[config.mk]
export PLATFORM = sky130hd
export DESIGN_NAME = three_pad_touch_gesture_qualifier_core
export DESIGN_NICKNAME = d
export VERILOG_FILES = /design/src/design/tpgq_pkg.sv /design/src/design/tpgq_pad_unit.sv /design/src/design/tpgq_pattern_unit.sv /design/src/design/three_pad_touch_gesture_qualifier_core.sv
export SDC_FILE = /design/constraint.sdc
export NUM_CORES = 1
export LEC_CHECK = 0
export BUFFER_PORTS_ARGS = -buffer_cell sky130_fd_sc_hd__buf_4
export CAP_MARGIN = 25
export CORE_MARGIN = 2
export CORE_UTILIZATION = 30
export CTS_CLUSTER_DIAMETER = 30
export CTS_CLUSTER_SIZE = 12
export DETAILED_ROUTE_END_ITERATION = 10
export GPL_ROUTABILITY_DRIVEN = 0
export MAX_ROUTING_LAYER = met4
export SYNTH_ARGS = -nofsm -noshare
export SYNTH_HDL_FRONTEND = slang
export SYNTH_SLANG_ARGS = --single-unit
export TNS_END_PERCENT = 50
[constraint.sdc]
create_clock -name i_clk -period 10.1 [get_ports i_clk]
set_input_delay 2.02 -clock i_clk [delete_from_list [all_inputs] [get_ports i_clk]]
set_output_delay 2.02 -clock i_clk [all_outputs]
set_load 0.005 [all_outputs]
[src/design/tpgq_pkg.sv]
// ----------------------------------------------------------------------------
// Three-pad touch gesture qualifier - package
// Widths, codes and the structs passed between the qualifier modules.
// ----------------------------------------------------------------------------
package tpgq_pkg;

    localparam int NUM_PADS = 3;
    localparam int PAD_W    = 2;
    localparam int TIME_W   = 32;
    localparam int COUNT_W  = 16;
    localparam int THR_W    = 16;
    localparam int PAT_W    = NUM_PADS;

    localparam logic [COUNT_W-1:0] COUNT_MAX         = 16'hFFFF;
    localparam logic [TIME_W-1:0]  INTERVAL_RESET    = 32'd100;
    localparam logic [THR_W-1:0]   THRESHOLD_RESET   = 16'd3;

    localparam int S_TDATA_W = 40;
    localparam int M_TDATA_W = 8;
    localparam int ADDR_W    = 3;
    localparam int DATA_W    = 32;

    typedef enum logic {
        CMD_PAD_EVENT = 1'b0,
        CMD_CHECK     = 1'b1
    } t_cmd;

    typedef enum logic {
        REG_HOLD_INTERVAL  = 1'b0,
        REG_HOLD_THRESHOLD = 1'b1
    } t_reg_idx;

    typedef struct packed {
        t_cmd               command;
        logic [PAD_W-1:0]   pad;
        logic [TIME_W-1:0]  now_ms;
    } t_item;

    // Per-pad step control: update strobe, kind of step, event address match.
    typedef struct packed {
        logic               upd;
        logic               is_check;
        logic               hit;
        logic [TIME_W-1:0]  now_ms;
    } t_pad_ctl;

    typedef struct packed {
        logic upd;
        logic is_check;
    } t_pat_ctl;

    typedef struct packed {
        logic              touch_detected;
        logic [PAT_W-1:0]  active_pattern;
    } t_result;

endpackage

[src/design/tpgq_pad_unit.sv]
// ----------------------------------------------------------------------------
// Three-pad touch gesture qualifier - pad unit
// Holds one pad's last event time and its saturating hold counter.
// ----------------------------------------------------------------------------
module tpgq_pad_unit (
    input  logic                       i_clk,
    input  logic                       i_rst_n,
    input  tpgq_pkg::t_pad_ctl         i_ctl,
    input  logic [tpgq_pkg::TIME_W-1:0] i_interval,
    output logic [tpgq_pkg::COUNT_W-1:0] o_count_next
);
    import tpgq_pkg::*;

    logic [TIME_W-1:0]  r_last;
    logic [TIME_W-1:0]  n_last;
    logic [COUNT_W-1:0] r_count;
    logic [COUNT_W-1:0] n_count;
    logic [TIME_W-1:0]  elapsed;
    logic               held;

    // Elapsed time wraps modulo 2^32, which the plain subtraction gives.
    assign elapsed = i_ctl.now_ms - r_last;
    assign held    = (elapsed < i_interval);

    always_comb begin
        n_last  = r_last;
        n_count = r_count;
        if (i_ctl.upd) begin
            if (i_ctl.is_check) begin
                if (!held) begin
                    n_count = '0;
                end else if (r_count != COUNT_MAX) begin
                    n_count = r_count + COUNT_W'(1);
                end
            end else if (i_ctl.hit) begin
                n_last = i_ctl.now_ms;
            end
        end
    end

    assign o_count_next = n_count;

    always_ff @(posedge i_clk) begin
        if (!i_rst_n) begin
            r_last  <= '0;
            r_count <= '0;
        end else begin
            r_last  <= n_last;
            r_count <= n_count;
        end
    end

endmodule

[src/design/tpgq_pattern_unit.sv]
// ----------------------------------------------------------------------------
// Three-pad touch gesture qualifier - pattern unit
// Forms the pad pattern from the hold counters and latches new touches.
// ----------------------------------------------------------------------------
module tpgq_pattern_unit (
    input  logic                                          i_clk,
    input  logic                                          i_rst_n,
    input  tpgq_pkg::t_pat_ctl                            i_ctl,
    input  logic [tpgq_pkg::NUM_PADS-1:0][tpgq_pkg::COUNT_W-1:0] i_counts,
    input  logic [tpgq_pkg::THR_W-1:0]                    i_threshold,
    output tpgq_pkg::t_result                             o_next
);
    import tpgq_pkg::*;

    logic [PAT_W-1:0] r_prev;
    logic [PAT_W-1:0] n_prev;
    logic [PAT_W-1:0] r_latched;
    logic [PAT_W-1:0] n_latched;
    logic             r_detected;
    logic             n_detected;
    logic [PAT_W-1:0] nonzero;
    logic [PAT_W-1:0] over;
    logic [PAT_W-1:0] pattern;

    always_comb begin
        for (int p = 0; p < NUM_PADS; p++) begin
            nonzero[p] = (i_counts[p] != '0);
            over[p]    = (i_counts[p] > i_threshold);
        end
    end

    // Only pads with a live counter show, and only once some pad is over.
    assign pattern = (|over) ? nonzero : '0;

    always_comb begin
        n_prev     = r_prev;
        n_latched  = r_latched;
        n_detected = r_detected;
        if (i_ctl.upd && i_ctl.is_check) begin
            if (pattern == '0) begin
                n_prev     = '0;
                n_latched  = '0;
                n_detected = 1'b0;
            end else if (r_prev == '0) begin
                n_prev     = pattern;
                n_latched  = pattern;
                n_detected = 1'b1;
            end else begin
                n_detected = 1'b0;
            end
        end
    end

    assign o_next.touch_detected = n_detected;
    assign o_next.active_pattern = n_latched;

    always_ff @(posedge i_clk) begin
        if (!i_rst_n) begin
            r_prev     <= '0;
            r_latched  <= '0;
            r_detected <= 1'b0;
        end else begin
            r_prev     <= n_prev;
            r_latched  <= n_latched;
            r_detected <= n_detected;
        end
    end

endmodule

[src/design/three_pad_touch_gesture_qualifier_core.sv]
// ----------------------------------------------------------------------------
// Three-pad touch gesture qualifier - core
// Stream-in pad events and check ticks, stream-out detected flag and pattern.
// ----------------------------------------------------------------------------
// The core takes one beat per clock cycle while the master side takes its
// results, and returns exactly one result beat per input beat, in order.
// A beat accepted into the input register is processed by the pad units and
// the pattern unit, and its result is captured in the result register, from
// which it is valid on the master side. The sustained rate is one beat per
// cycle while results are taken, and is set by the state update path: a
// 32-bit wrapped subtract and compare per pad, a 16-bit saturating increment,
// the threshold compare and the latch decision. The input register keeps
// accepting while a result waits on the master side as long as that result
// is taken in the same cycle; a stalled master side backs up into the input
// register and then drops s_axis_tready. Configuration registers (hold
// interval at address 0x0, hold threshold at 0x4) should only be written
// while no beat is in flight. There are no memories and no clearing pass.
// ----------------------------------------------------------------------------
module three_pad_touch_gesture_qualifier_core (
    input  logic                               i_clk,
    input  logic                               i_rst_n,
    // Slave side
    input  logic                               s_axis_tvalid,
    output logic                               s_axis_tready,
    // [1:0] pad, [33:2] now_ms, [39:34] zero
    input  logic [tpgq_pkg::S_TDATA_W-1:0]     s_axis_tdata,
    // [0] command
    input  logic                               s_axis_tuser,
    // Master side
    output logic                               m_axis_tvalid,
    input  logic                               m_axis_tready,
    // [0] touch_detected, [3:1] active_pattern, [7:4] zero
    output logic [tpgq_pkg::M_TDATA_W-1:0]     m_axis_tdata,
    // Configuration port
    input  logic                               psel,
    input  logic                               penable,
    input  logic                               pwrite,
    input  logic [tpgq_pkg::ADDR_W-1:0]        paddr,
    input  logic [tpgq_pkg::DATA_W-1:0]        pwdata,
    output logic [tpgq_pkg::DATA_W-1:0]        prdata,
    output logic                               pready
);
    import tpgq_pkg::*;

    // ---------------- Configuration registers ----------------
    logic [TIME_W-1:0] r_interval;
    logic [THR_W-1:0]  r_threshold;
    logic              cfg_wr;
    t_reg_idx          cfg_idx;

    assign pready  = 1'b1;
    assign cfg_wr  = psel && penable && pwrite && pready;
    // Registers sit at word addresses; the byte offset bits are not decoded.
    assign cfg_idx = t_reg_idx'(paddr[2]);

    always_ff @(posedge i_clk) begin
        if (!i_rst_n) begin
            r_interval  <= INTERVAL_RESET;
            r_threshold <= THRESHOLD_RESET;
        end else if (cfg_wr) begin
            case (cfg_idx)
                REG_HOLD_INTERVAL:  r_interval  <= pwdata[TIME_W-1:0];
                REG_HOLD_THRESHOLD: r_threshold <= pwdata[THR_W-1:0];
                default: ;
            endcase
        end
    end

    always_comb begin
        case (cfg_idx)
            REG_HOLD_INTERVAL:  prdata = DATA_W'(r_interval);
            REG_HOLD_THRESHOLD: prdata = DATA_W'(r_threshold);
            default:            prdata = '0;
        endcase
    end

    // ---------------- Pipeline control ----------------
    logic    r_in_valid;
    t_item   r_item;
    logic    r_out_valid;
    t_result r_result;
    logic    advance;
    logic    in_take;

    // The input register moves into the result register whenever the result
    // register is empty or its beat is being taken this cycle.
    assign advance       = r_in_valid && (!r_out_valid || m_axis_tready);
    assign s_axis_tready = !r_in_valid || advance;
    assign in_take       = s_axis_tvalid && s_axis_tready;

    always_ff @(posedge i_clk) begin
        if (!i_rst_n) begin
            r_in_valid <= 1'b0;
        end else if (s_axis_tready) begin
            r_in_valid <= s_axis_tvalid;
        end
    end

    always_ff @(posedge i_clk) begin
        if (in_take) begin
            r_item.command <= t_cmd'(s_axis_tuser);
            r_item.pad     <= s_axis_tdata[PAD_W-1:0];
            r_item.now_ms  <= s_axis_tdata[PAD_W+TIME_W-1:PAD_W];
        end
    end

    // ---------------- Processing ----------------
    logic [NUM_PADS-1:0][COUNT_W-1:0] counts_next;
    t_pat_ctl                         pat_ctl;
    t_result                          result_next;
    logic                             is_check;

    assign is_check = (r_item.command == CMD_CHECK);

    // A pad event to slot three matches no pad unit and is dropped.
    for (genvar g = 0; g < NUM_PADS; g++) begin : g_pad
        t_pad_ctl pad_ctl;

        assign pad_ctl.upd      = advance;
        assign pad_ctl.is_check = is_check;
        assign pad_ctl.hit      = (r_item.pad == PAD_W'(g));
        assign pad_ctl.now_ms   = r_item.now_ms;

        tpgq_pad_unit u_pad (
            .i_clk        (i_clk),
            .i_rst_n      (i_rst_n),
            .i_ctl        (pad_ctl),
            .i_interval   (r_interval),
            .o_count_next (counts_next[g])
        );
    end

    assign pat_ctl.upd      = advance;
    assign pat_ctl.is_check = is_check;

    tpgq_pattern_unit u_pattern (
        .i_clk       (i_clk),
        .i_rst_n     (i_rst_n),
        .i_ctl       (pat_ctl),
        .i_counts    (counts_next),
        .i_threshold (r_threshold),
        .o_next      (result_next)
    );

    // ---------------- Result register ----------------
    always_ff @(posedge i_clk) begin
        if (!i_rst_n) begin
            r_out_valid <= 1'b0;
        end else if (advance) begin
            r_out_valid <= 1'b1;
        end else if (m_axis_tready) begin
            r_out_valid <= 1'b0;
        end
    end

    always_ff @(posedge i_clk) begin
        if (advance) begin
            r_result <= result_next;
        end
    end

    assign m_axis_tvalid = r_out_valid;
    assign m_axis_tdata  = {(M_TDATA_W - PAT_W - 1)'(0),
                            r_result.active_pattern,
                            r_result.touch_detected};

endmodule

==> results of run 1 <==
-- power breakdown --
| part | internal (W) | switching [W] | total (W) |
|---|---|---|---|
| registers | 0.000998 | 0.0000246 | 0.00102 |
| logic | 0.000215 | 0.000296 | 0.000511 |
| clock network | 0.00162 | 0.000642 | 0.00226 |
| total | 0.00283 | 0.000963 | 0.00379 |
-- per-stage QoR --
stage | setup slack (ps) | hold WS, ps | util, % | instances
3_5_place_dp | 1500 | 447 | 32.9 | 3110
6_report | 1410 | 450 | 37.1 | 3241
5_1_grt | 767 | 464 | 37.1 | 3241
2_1_floorplan | 2740 | 432 | - | 2305
4_1_cts | 1410 | 452 | 37.1 | 3241
3_3_place_gp | 1570 | 442 | 32.9 | 3108
-- critical path, delay by kind of cell (launching register included) --
kind,cells,cell delay (ps)
xor+xnor,1,150
compound gates,17,3720
fa+ha+maj,4,1250
simple gates,7,2430
buf+inv,3,450
flops,1,460
-- area by class of cell --
cell class / count / area share (%)
clock buffers: 92 / 9.02
well taps: 773 / 4.41
repair buffers: 128 / 4.43
clock inverters: 39 / 2.09
flip-flops and latches: 240 / 23.7
multi-input cells: 1795 / 53.4
inverters: 174 / 2.99
-- flip-flops by register name, indices dropped and copies added (netlist names) --
signal	flops
g_pad.u_pad.r_last	96
g_pad.u_pad.r_count	48
g_pad.pad_ctl	32
r_interval	32
r_threshold	16
m_axis_tdata	4
u_pattern.r_latched	3
u_pattern.r_prev	3
r_item	2
is_check	1
m_axis_tvalid	1
r_in_valid	1
u_pattern.r_detected	1
-- routing by layer --
layer  up-vias  wire length (um)  GRT usage [%]
li1       8332                 -              -
met1      7795             24500           21.8
met2       534             24300           27.6
met3       129              3170           3.05
met4         0              1760           7.31
met5         -                 0              -
-- Yosys cell counts, drive strengths merged (7+ instances only) --
| cell | instances |
|---|---|
| xnor2 | 82 |
| nand4 | 42 |
| dfxtp | 201 |
| a211oi | 18 |
| nor3 | 46 |
| nand2 | 378 |
| nand3 | 56 |
| o2111ai | 11 |
| and3 | 21 |
| and4 | 11 |
| clkbuf | 69 |
| mux2i | 9 |
| a31o | 7 |
| or3 | 16 |
| o21bai | 13 |
| and2 | 21 |
| buf | 26 |
| a31oi | 16 |
| a21oi | 243 |
| edfxtp | 39 |
| a21boi | 8 |
| or2 | 10 |
| o211ai | 17 |
| nand2b | 24 |
| nor2b | 23 |
| o21ai | 87 |
| a2111oi | 7 |
| o21a | 22 |
| ha | 237 |
| xor2 | 37 |
| a21o | 62 |
| inv | 174 |
| nor2 | 173 |
| nor4 | 14 |
-- logic make-up after synthesis --
logic type / synth area share (%)
and+or+nand+nor: 21.8
AOI/OAI and AO/OA: 19.9
buffers and inverters: 6.24
adders and majority gates: 16.8
DFF: 28.8
xor gates and xnor gates: 5.83
muxes: 0.563
other: 0.0417
-- worst paths after layout --
check	startpoint	endpoint	depth (start not counted)
hold / removal	r_interval[8]$_SDFFE_PN0P_	r_interval[8]$_SDFFE_PN0P_	2
setup / recovery	g_pad[0].pad_ctl[0]$_DFFE_PP_	m_axis_tdata[1]$_DFFE_PP_	32
hold reg to reg	r_interval[8]$_SDFFE_PN0P_	r_interval[8]$_SDFFE_PN0P_	2
setup reg to reg	g_pad[0].pad_ctl[0]$_DFFE_PP_	m_axis_tdata[1]$_DFFE_PP_	32
==> results.json, run 1 <==
{
  "synth_top_cell_by_area": "dfxtp_1",
  "postCtsSetupBuffers": 0,
  "port_buffers": 112,
  "cap_violations": 0,
  "syn-instance-count": 2302,
  "fin_crit_ps": 8690,
  "design_area_mm2": 0.0220,
  "synth.area.top_cells": "dfxtp_1 22%, ha_1 16%, nand2_1 7.9%, a21oi_1 6.8%, edfxtp_1 6.5%",
  "root_buffer": "clkbuf_16",
  "cp.arrival_ps": 9020,
  "clkTransAtPathRegs_ps": 50,
  "grt_max_degree": 83,
  "rsz0062_at_grt": "no",
  "route.detailed.wl_per_inst_um": 16.6,
  "tns_ps": 0,
  "dp_hpwl_um": 41000,
  "setup.worst_path.start_class": "register",
  "via_per_inst": 5.18,
  "cp_max_fo": 15,
  "outcome": "finished, final reports clean",
  "chipWidth_um": 249,
  "clockBufferDepth": 3,
  "critical_path_class": "register to register",
  "worst_path_largest_cell_delay_ps": 740,
  "maxSlewViolCount": 0,
  "ff_latch_area_mm2": 0.00519,
  "syn_area_mm2": 0.0180,
  "drive_gt1_share_pct": 11.2,
  "antenna_cells": 0,
  "synth_top_area_share_pct": 22.3,
  "antenna_found_initial": 0,
  "insertion_delay_ps": 580,
  "overflow": 0,
  "initial_utilization_pct": 30.4,
  "clock.fmax_mhz": 115,
  "mostFrequentLayoutCells": "377 x nand2_1, 243 x a21oi_1, 237 x ha_1",
  "final-setup-viol-count": 0,
  "area_growth_pct": 21.9,
  "fp-row-count": 89,
  "die_area_mm2": 0.0620,
  "synthFlopType": "dfxtp_1",
  "drcViolationCount": 0,
  "cts_buffers": 72,
  "worst_pin_slew_ps": 954,
  "coreArea_mm2": 0.0592,
  "grt_pass1_vias": 16200,
  "end_kind": "register",
  "fillers": 6034,
  "ff2ff_setup_slack_ps": 1410,
  "ios": 126,
  "yosysWarnings": 0,
  "grt_use_total_pct": 17.4,
  "ctsHoldBuffers": 0,
  "cts_tree": "yes",
  "htreeDepth": 3,
  "worstHoldPathType": "register to register",
  "synth_edf_count": 39,
  "final_nets": 2734,
  "ir_worst_vdd_mv": 0.0992,
  "critPathSlowestCell": "nor2_1",
  "drtPass1Iterations": 7,
  "synth-seq-area-share_pct": 28.8,
  "required_ps": 10440,
  "syn_avg_cell_area_um2": 7.83,
  "hold_viol_final": 0,
  "cts_resized": 0,
  "clock-sinks": 240,
  "vias": 16800,
  "synthArstFlopShare_pct": 0,
  "multiInputGateArea_mm2": 0.0117,
  "period_share_pct": 86.0,
  "final_common_cell": "nand2_1",
  "drtAntennaViolNets": 0,
  "p_leak_nw": 8.52,
  "p_per_area_mw_per_mm2": 173,
  "ys_seq_elements": 240,
  "wl_um": 53800,
  "grt_pass1_wl_um": 84700,
  "relSlewSlack_pct": 36.4,
  "drtIter0Drc": 1110,
  "place_area_mm2": 0.0195,
  "die_y_um": 249,
  "fin_total_pwr_w": 0.00379,
  "ys_types": 92,
  "clock_skew_ps": 19.1
}
No activity file was read; power rests on OpenSTA's default activity.
==> run 2, diff against run 1 <==
==> constraint.sdc (replaced) <==
create_clock -name i_clk -period 8 [get_ports i_clk]
set_input_delay 1.6 -clock i_clk [delete_from_list [all_inputs] [get_ports i_clk]]
set_output_delay 1.6 -clock i_clk [all_outputs]
set_load 0.005 [all_outputs]
==> run 2 against run 1 <==
Clock skew is 9.1 ps higher. Count of clock-buffer cells in the layout down 4. Register-to-register slack lost 1100 ps. Non-clock buffer count up 15. Setup slack lost 1100 ps.
==> results.json, run 2 (synthesized netlist as in run 1, its figures left out) <==
{
  "cts_tree": "yes",
  "r2r_cells": 33,
  "whs_endpoint": "g_pad[1].u_pad.r_last[11]$_SDFFE_PN0P_",
  "final_nets": 2750,
  "antenna_cells": 0,
  "grt_pass1_vias": 16200,
  "critical_path_class": "register to register",
  "hold_depth": 2,
  "largestRegisters": "g_pad.u_pad.r_last: 96 flops, g_pad.u_pad.r_count: 48 flops",
  "outcome": "finished, final reports clean",
  "chipWidth_um": 249,
  "fillers": 6041,
  "area_growth_pct": 23.6,
  "clock-sinks": 240,
  "stdcell_count": 3258,
  "final_common_cell": "nand2_1",
  "ios": 126,
  "clockBufferDepth": 3,
  "cap_violations": 0,
  "port_buffers": 112,
  "initial_utilization_pct": 30.4,
  "vias": 16800,
  "cp_max_fo": 9,
  "ff2ff_setup_slack_ps": 310,
  "grt_pass1_wl_um": 85900,
  "htreeDepth": 3,
  "dp_hpwl_um": 40900,
  "ctsHoldBuffers": 0,
  "wl_um": 54200,
  "dp_cells": 3123,
  "insertion_delay_ps": 580,
  "drtIter0Drc": 1088,
  "route.detailed.wl_per_inst_um": 16.6,
  "worstHoldPathType": "register to register",
  "critPathSlowestCell": "o311ai_0",
  "cts_buffers": 73,
  "fp-row-count": 89,
  "final-setup-viol-count": 0,
  "drive_gt1_share_pct": 12.8,
  "die_y_um": 249,
  "drtAntennaViolNets": 0,
  "drcViolationCount": 0,
  "overflow": 0,
  "coreArea_mm2": 0.0592,
  "maxSlewViolCount": 0,
  "drtPass1Iterations": 7,
  "via_per_inst": 5.14,
  "tns_ps": 0,
  "fin_crit_ps": 7690,
  "hold_viol_final": 0,
  "grt_use_total_pct": 17.6,
  "worst_path_largest_cell_delay_ps": 830,
  "mostFrequentLayoutCells": "377 x nand2_1, 243 x a21oi_1, 237 x ha_1",
  "relSlewSlack_pct": 33.4,
  "largest_reg_flops": 96,
  "end_kind": "register",
  "period_share_pct": 96.1,
  "setup.worst_path.start_class": "register",
  "p_per_area_mw_per_mm2": 223,
  "p_leak_nw": 8.66,
  "worst_pin_slew_ps": 999,
  "ir_worst_vdd_mv": 0.111,
  "die_area_mm2": 0.0620,
  "clkTransAtPathRegs_ps": 40,
  "worstHoldStart": "g_pad[1].u_pad.r_last[11]$_SDFFE_PN0P_",
  "regMostFlops": "g_pad.u_pad.r_last",
  "rr_startpoint": "g_pad[0].pad_ctl[1]$_DFFE_PP_",
  "antenna_found_initial": 0,
  "clock_skew_ps": 28.2,
  "root_buffer": "clkbuf_16",
  "clock.fmax_mhz": 130,
  "cp.arrival_ps": 8020,
  "multiInputGateArea_mm2": 0.0118,
  "grt_max_degree": 84,
  "required_ps": 8330,
  "crit_top_cell": "a21oi_1",
  "ff_latch_area_mm2": 0.00519,
  "r2r-end": "m_axis_tdata[1]$_DFFE_PP_"
}
## run 2: cell type report
type                       instances  share of cell area (%)
timing repair buffer             143                    4.82
clock buffer                      88                    8.96
multi-input combinational       1795                    52.9
clock inverter                    45                    2.70
tap                              773                    4.34
inverter                         174                    2.94
sequential                       240                    23.3
## run 2: report_power, final
| part | internal, W | switching (W) |
|---|---|---|
| Combinational | 0.000282 | 0.000380 |
| Sequential | 0.00126 | 0.0000301 |
| Clock | 0.00218 | 0.000848 |
| Total | 0.00372 | 0.00126 |
## run 2: worst max path at each step
stage                                end  slack (ps)  cells past startpoint                           from
2_1_floorplan  m_axis_tdata[1]$_DFFE_PP_         640                     33  g_pad[0].pad_ctl[0]$_DFFE_PP_
3_3_place_gp   m_axis_tdata[1]$_DFFE_PP_         270                     33  g_pad[0].pad_ctl[0]$_DFFE_PP_
3_5_place_dp   m_axis_tdata[1]$_DFFE_PP_         190                     33  g_pad[0].pad_ctl[0]$_DFFE_PP_
4_1_cts        m_axis_tdata[1]$_DFFE_PP_         180                     33  g_pad[0].pad_ctl[0]$_DFFE_PP_
5_1_grt        m_axis_tdata[0]$_DFFE_PP_         -20                     33  g_pad[0].pad_ctl[4]$_DFFE_PP_
6_report       m_axis_tdata[1]$_DFFE_PP_         310                     33  g_pad[0].pad_ctl[1]$_DFFE_PP_
## run 2: what timing repair did
action,4_1_cts,5_1_grt
setup buffers,0,1
endpoints found under the setup margin,0,11
gates resized for setup,0,16
## run 2: worst max-delay path: cells and delay by family (launching register included)
family | cells | cell delay, ps
AOI/OAI and AO/OA | 21 | 4280
xor gates and xnor gates | 1 | 170
adders and majority gates | 3 | 890
buffers and inverters | 2 | 420
DFF | 1 | 590
and+or+nand+nor | 6 | 1080
## run 2: layer usage
metal	vias up	part of all wire, %	global-route usage [%]
met5	-	0	-
met4	0	2.9	5.94
met1	7775	46	22.4
met3	115	6.3	3.73
li1	8364	-	-
met2	506	45	27.7
## run 2: through the flow
step,utilization [%],hold slack [ps],total power [W],cell area (um2),worst slack (ps)
2_1_floorplan,-,432,0.00175,18000,636
3_3_place_gp,33.1,442,0.00193,19600,274
4_1_cts,37.5,452,0.00502,22200,181
6_report,37.6,450,0.00498,22300,312
5_1_grt,37.6,469,0.00518,22300,-22.9
3_5_place_dp,33.1,447,0.00196,19600,189
==> run 3, diff against run 2 <==
--- a/config.mk
+++ b/config.mk
@@ -5,6 +5,7 @@
 export SDC_FILE = /design/constraint.sdc
 export NUM_CORES = 1
 export LEC_CHECK = 0
+export ABC_AREA = 1
 export BUFFER_PORTS_ARGS = -buffer_cell sky130_fd_sc_hd__buf_4
 export CAP_MARGIN = 25
 export CORE_MARGIN = 2
@@ -16,5 +17,6 @@
 export MAX_ROUTING_LAYER = met4
 export SYNTH_ARGS = -nofsm -noshare
 export SYNTH_HDL_FRONTEND = slang
+export SYNTH_HIERARCHICAL = 1
 export SYNTH_SLANG_ARGS = --single-unit
 export TNS_END_PERCENT = 50
==> constraint.sdc (replaced) <==
create_clock -name i_clk -period 8 [get_ports i_clk]
set_input_delay 1.6 -clock i_clk [delete_from_list [all_inputs] [get_ports i_clk]]
set_output_delay 1.6 -clock i_clk [all_outputs]
set_load 0.01 [all_outputs]
==> run 3 against run 2 <==
Global-route usage is 0.21 points higher. Synthesized cell count increased by 30%. Synthesized area is 9.8% higher. Total power is 3.9% lower. Cell count up 24%. Setup slack better by 2100 ps. Critical path depth shrank 4. Combinational power increased by 29%. Maximum frequency rose by 38%. Highest routed layer unchanged. Die area is 9.7% higher. Sequential power is essentially flat. Sequential share of layout area down 1.5 points. Critical path type unchanged.
==> results.json, run 3 <==
{
  "outcome": "finished, final reports clean",
  "wl_um": 59100,
  "combPwrFrac_pct": 17.9,
  "cts_buffers": 67,
  "antenna_found_initial": 0,
  "crit_path_start": "g_pad[0].pad_ctl[5]$_DFFE_PP_",
  "critical_path_class": "register to register",
  "p_sw_w": 0.00141,
  "rr_startpoint": "g_pad[0].pad_ctl[5]$_DFFE_PP_",
  "cts_resized": 0,
  "largest_reg_flops": 96,
  "p_leak_nw": 10.4,
  "final_common_cell": "nand2_1",
  "final_nets": 3444,
  "drive_gt1_share_pct": 9.27,
  "grt_pass1_vias": 18000,
  "relSlewSlack_pct": 39.4,
  "port_buffers": 112,
  "dp_hpwl_um": 47200,
  "area_growth_pct": 20.1,
  "syn_avg_cell_area_um2": 6.62,
  "yosysMostFrequentCell": "nand2_1",
  "clkTransAtPathRegs_ps": 50,
  "dp_cells": 3915,
  "sw_frac_of_total_pct": 29.5,
  "cts_tree": "yes",
  "maxSlewViolCount": 0,
  "grt_max_degree": 95,
  "place_area_mm2": 0.0215,
  "clock-sinks": 240,
  "drtAntennaViolNets": 0,
  "die_area_mm2": 0.0680,
  "tns_ps": 0,
  "crit_buf_inv": 2,
  "end_kind": "register",
  "ys_types": 52,
  "fin_crit_ps": 5580,
  "synth-seq-area-share_pct": 26.3,
  "synthFlopType": "dfxtp_1",
  "ios": 126,
  "clockBufferDepth": 3,
  "die_y_um": 261,
  "antenna_cells": 0,
  "internal-power_w": 0.00337,
  "chipWidth_um": 261,
  "worst_path_largest_cell_delay_ps": 540,
  "ctsHoldBuffers": 0,
  "fp-row-count": 94,
  "htreeDepth": 3,
  "vias": 19400,
  "syn-instance-count": 2990,
  "synth_top_area_share_pct": 20.3,
  "pwr-share-clk_pct": 54.5,
  "design_area_mm2": 0.0238,
  "drtIter0Drc": 1202,
  "period_share_pct": 69.8,
  "synth_top_cell_by_area": "dfxtp_1",
  "ir_worst_vdd_mv": 0.140,
  "synth.area.top_cells": "dfxtp_1 20%, ha_1 15%, nand2_1 12%, inv_1 9.0%, a21oi_1 8.1%",
  "cp.arrival_ps": 6060,
  "clock_skew_ps": 40.2,
  "setup.worst_path.start_class": "register",
  "via_per_inst": 4.80,
  "synth_edf_count": 39,
  "grt_pass1_wl_um": 93200,
  "ys_seq_elements": 240,
  "p_per_area_mw_per_mm2": 201,
  "coreArea_mm2": 0.0655,
  "yosysWarnings": 6,
  "initial_utilization_pct": 30.2,
  "worst_pin_slew_ps": 910,
  "hold_viol_final": 0,
  "regMostFlops": "g_pad.u_pad/r_last",
  "largestRegisters": "g_pad.u_pad/r_last: 96 flops, g_pad.u_pad/r_count: 48 flops",
  "drtPass1Iterations": 7,
  "postCtsSetupBuffers": 0,
  "syn_area_mm2": 0.0198,
  "cap_violations": 0,
  "worstHoldStart": "g_pad[1].u_pad/r_last[23]$_SDFFE_PN0P_",
  "mostFrequentLayoutCells": "622 x nand2_1, 472 x inv_1, 337 x nor2_1",
  "overflow": 0,
  "insertion_delay_ps": 600,
  "rsz0062_at_grt": "no",
  "stdcell_count": 4035,
  "synthArstFlopShare_pct": 0,
  "cp_max_fo": 18,
  "critPathSlowestCell": "edfxtp_1",
  "root_buffer": "clkbuf_16",
  "clock.fmax_mhz": 179,
  "final-setup-viol-count": 0,
  "required_ps": 8470,
  "worstHoldPathType": "register to register",
  "crit_top_cell": "nand2_1",
  "route.detailed.wl_per_inst_um": 14.7,
  "pwr-share-seq_pct": 27.6,
  "critPathTopFamily": "simple AND/OR/NAND/NOR gates",
  "drcViolationCount": 0,
  "synthTopCellsByCount": "622 x nand2_1, 473 x inv_1, 337 x nor2_1",
  "grt_use_total_pct": 17.8
}
==> run 3: cell count changes after synthesis, moves of 19 or more <==
cell,previous run,this run
nand2b_1,24,0
nor2_1,173,337
nand3_1,54,130
xnor2_1,81,19
inv_1,173,473
clkbuf_1,68,32
a21o_1,62,7
and2_1,19,0
nand2_1,377,622
o21ai_0,83,198
nor2b_1,22,0
o21ai_1,4,24
a21oi_1,243,320
xor2_1,37,81
==> run 3: kinds of logic after synthesis <==
| group | synth area share (%) |
|---|---|
| AOI/OAI and AO/OA | 16.3 |
| xor gates and xnor gates | 4.43 |
| buffers and inverters | 10.8 |
| DFF | 26.3 |
| adders and majority gates | 15.3 |
| and+or+nand+nor | 27.0 |
| other | 0.0380 |
==> run 3: power by group through the flow <==
stage	clock [W]	combinational, W	sequential [W]
2_1_floorplan	0	0.000627	0.00131
3_3_place_gp	0	0.000844	0.00134
3_5_place_dp	0	0.000854	0.00134
4_1_cts	0.00266	0.000858	0.00132
5_1_grt	0.00273	0.000983	0.00132
6_report	0.00260	0.000856	0.00132
==> run 3: final cells by class <==
cell class	instances	area, um2
fill	7066	41700
multi-input combinational	2202	12500
sequential	240	5190
clock buffer	96	1900
inverter	489	1840
tap	864	1080
timing repair buffer	121	933
clock inverter	23	343
==> run 3: worst min-delay path, stage by stage, from the launching register on <==
cell     delay [ps]
dfxtp_1         290
inv_1            60
a21oi_1          50
==> run 3: through the flow <==
stage / total power (W) / utilization [%] / hold WS, ps / worst slack (ps)
floorplan: 0.00194 / - / 433 / 3180
global placement: 0.00218 / 32.8 / 445 / 2400
detailed placement: 0.00219 / 32.8 / 452 / 2420
CTS: 0.00484 / 36.3 / 458 / 2410
global route: 0.00504 / 36.3 / 473 / 1880
finish: 0.00478 / 36.3 / 453 / 2420
==> run 3: final timing paths <==
check / endpoint / slack [ps] / cells past startpoint
max: m_axis_tdata[0]$_DFFE_PP_ / 2420 / 29
min: g_pad[1].u_pad/r_last[23]$_SDFFE_PN0P_ / 450 / 2
max reg2reg: m_axis_tdata[0]$_DFFE_PP_ / 2420 / 29
min reg2reg: g_pad[1].u_pad/r_last[23]$_SDFFE_PN0P_ / 450 / 2
==> run 3: metal layers <==
layer / vias up / wire (um) / global-route usage, %
met5: - / 0 / -
met1: 8734 / 28300 / 23.5
met4: 0 / 2110 / 7.00
met3: 129 / 3440 / 2.82
li1: 10000 / - / -
met2: 498 / 25300 / 27.1
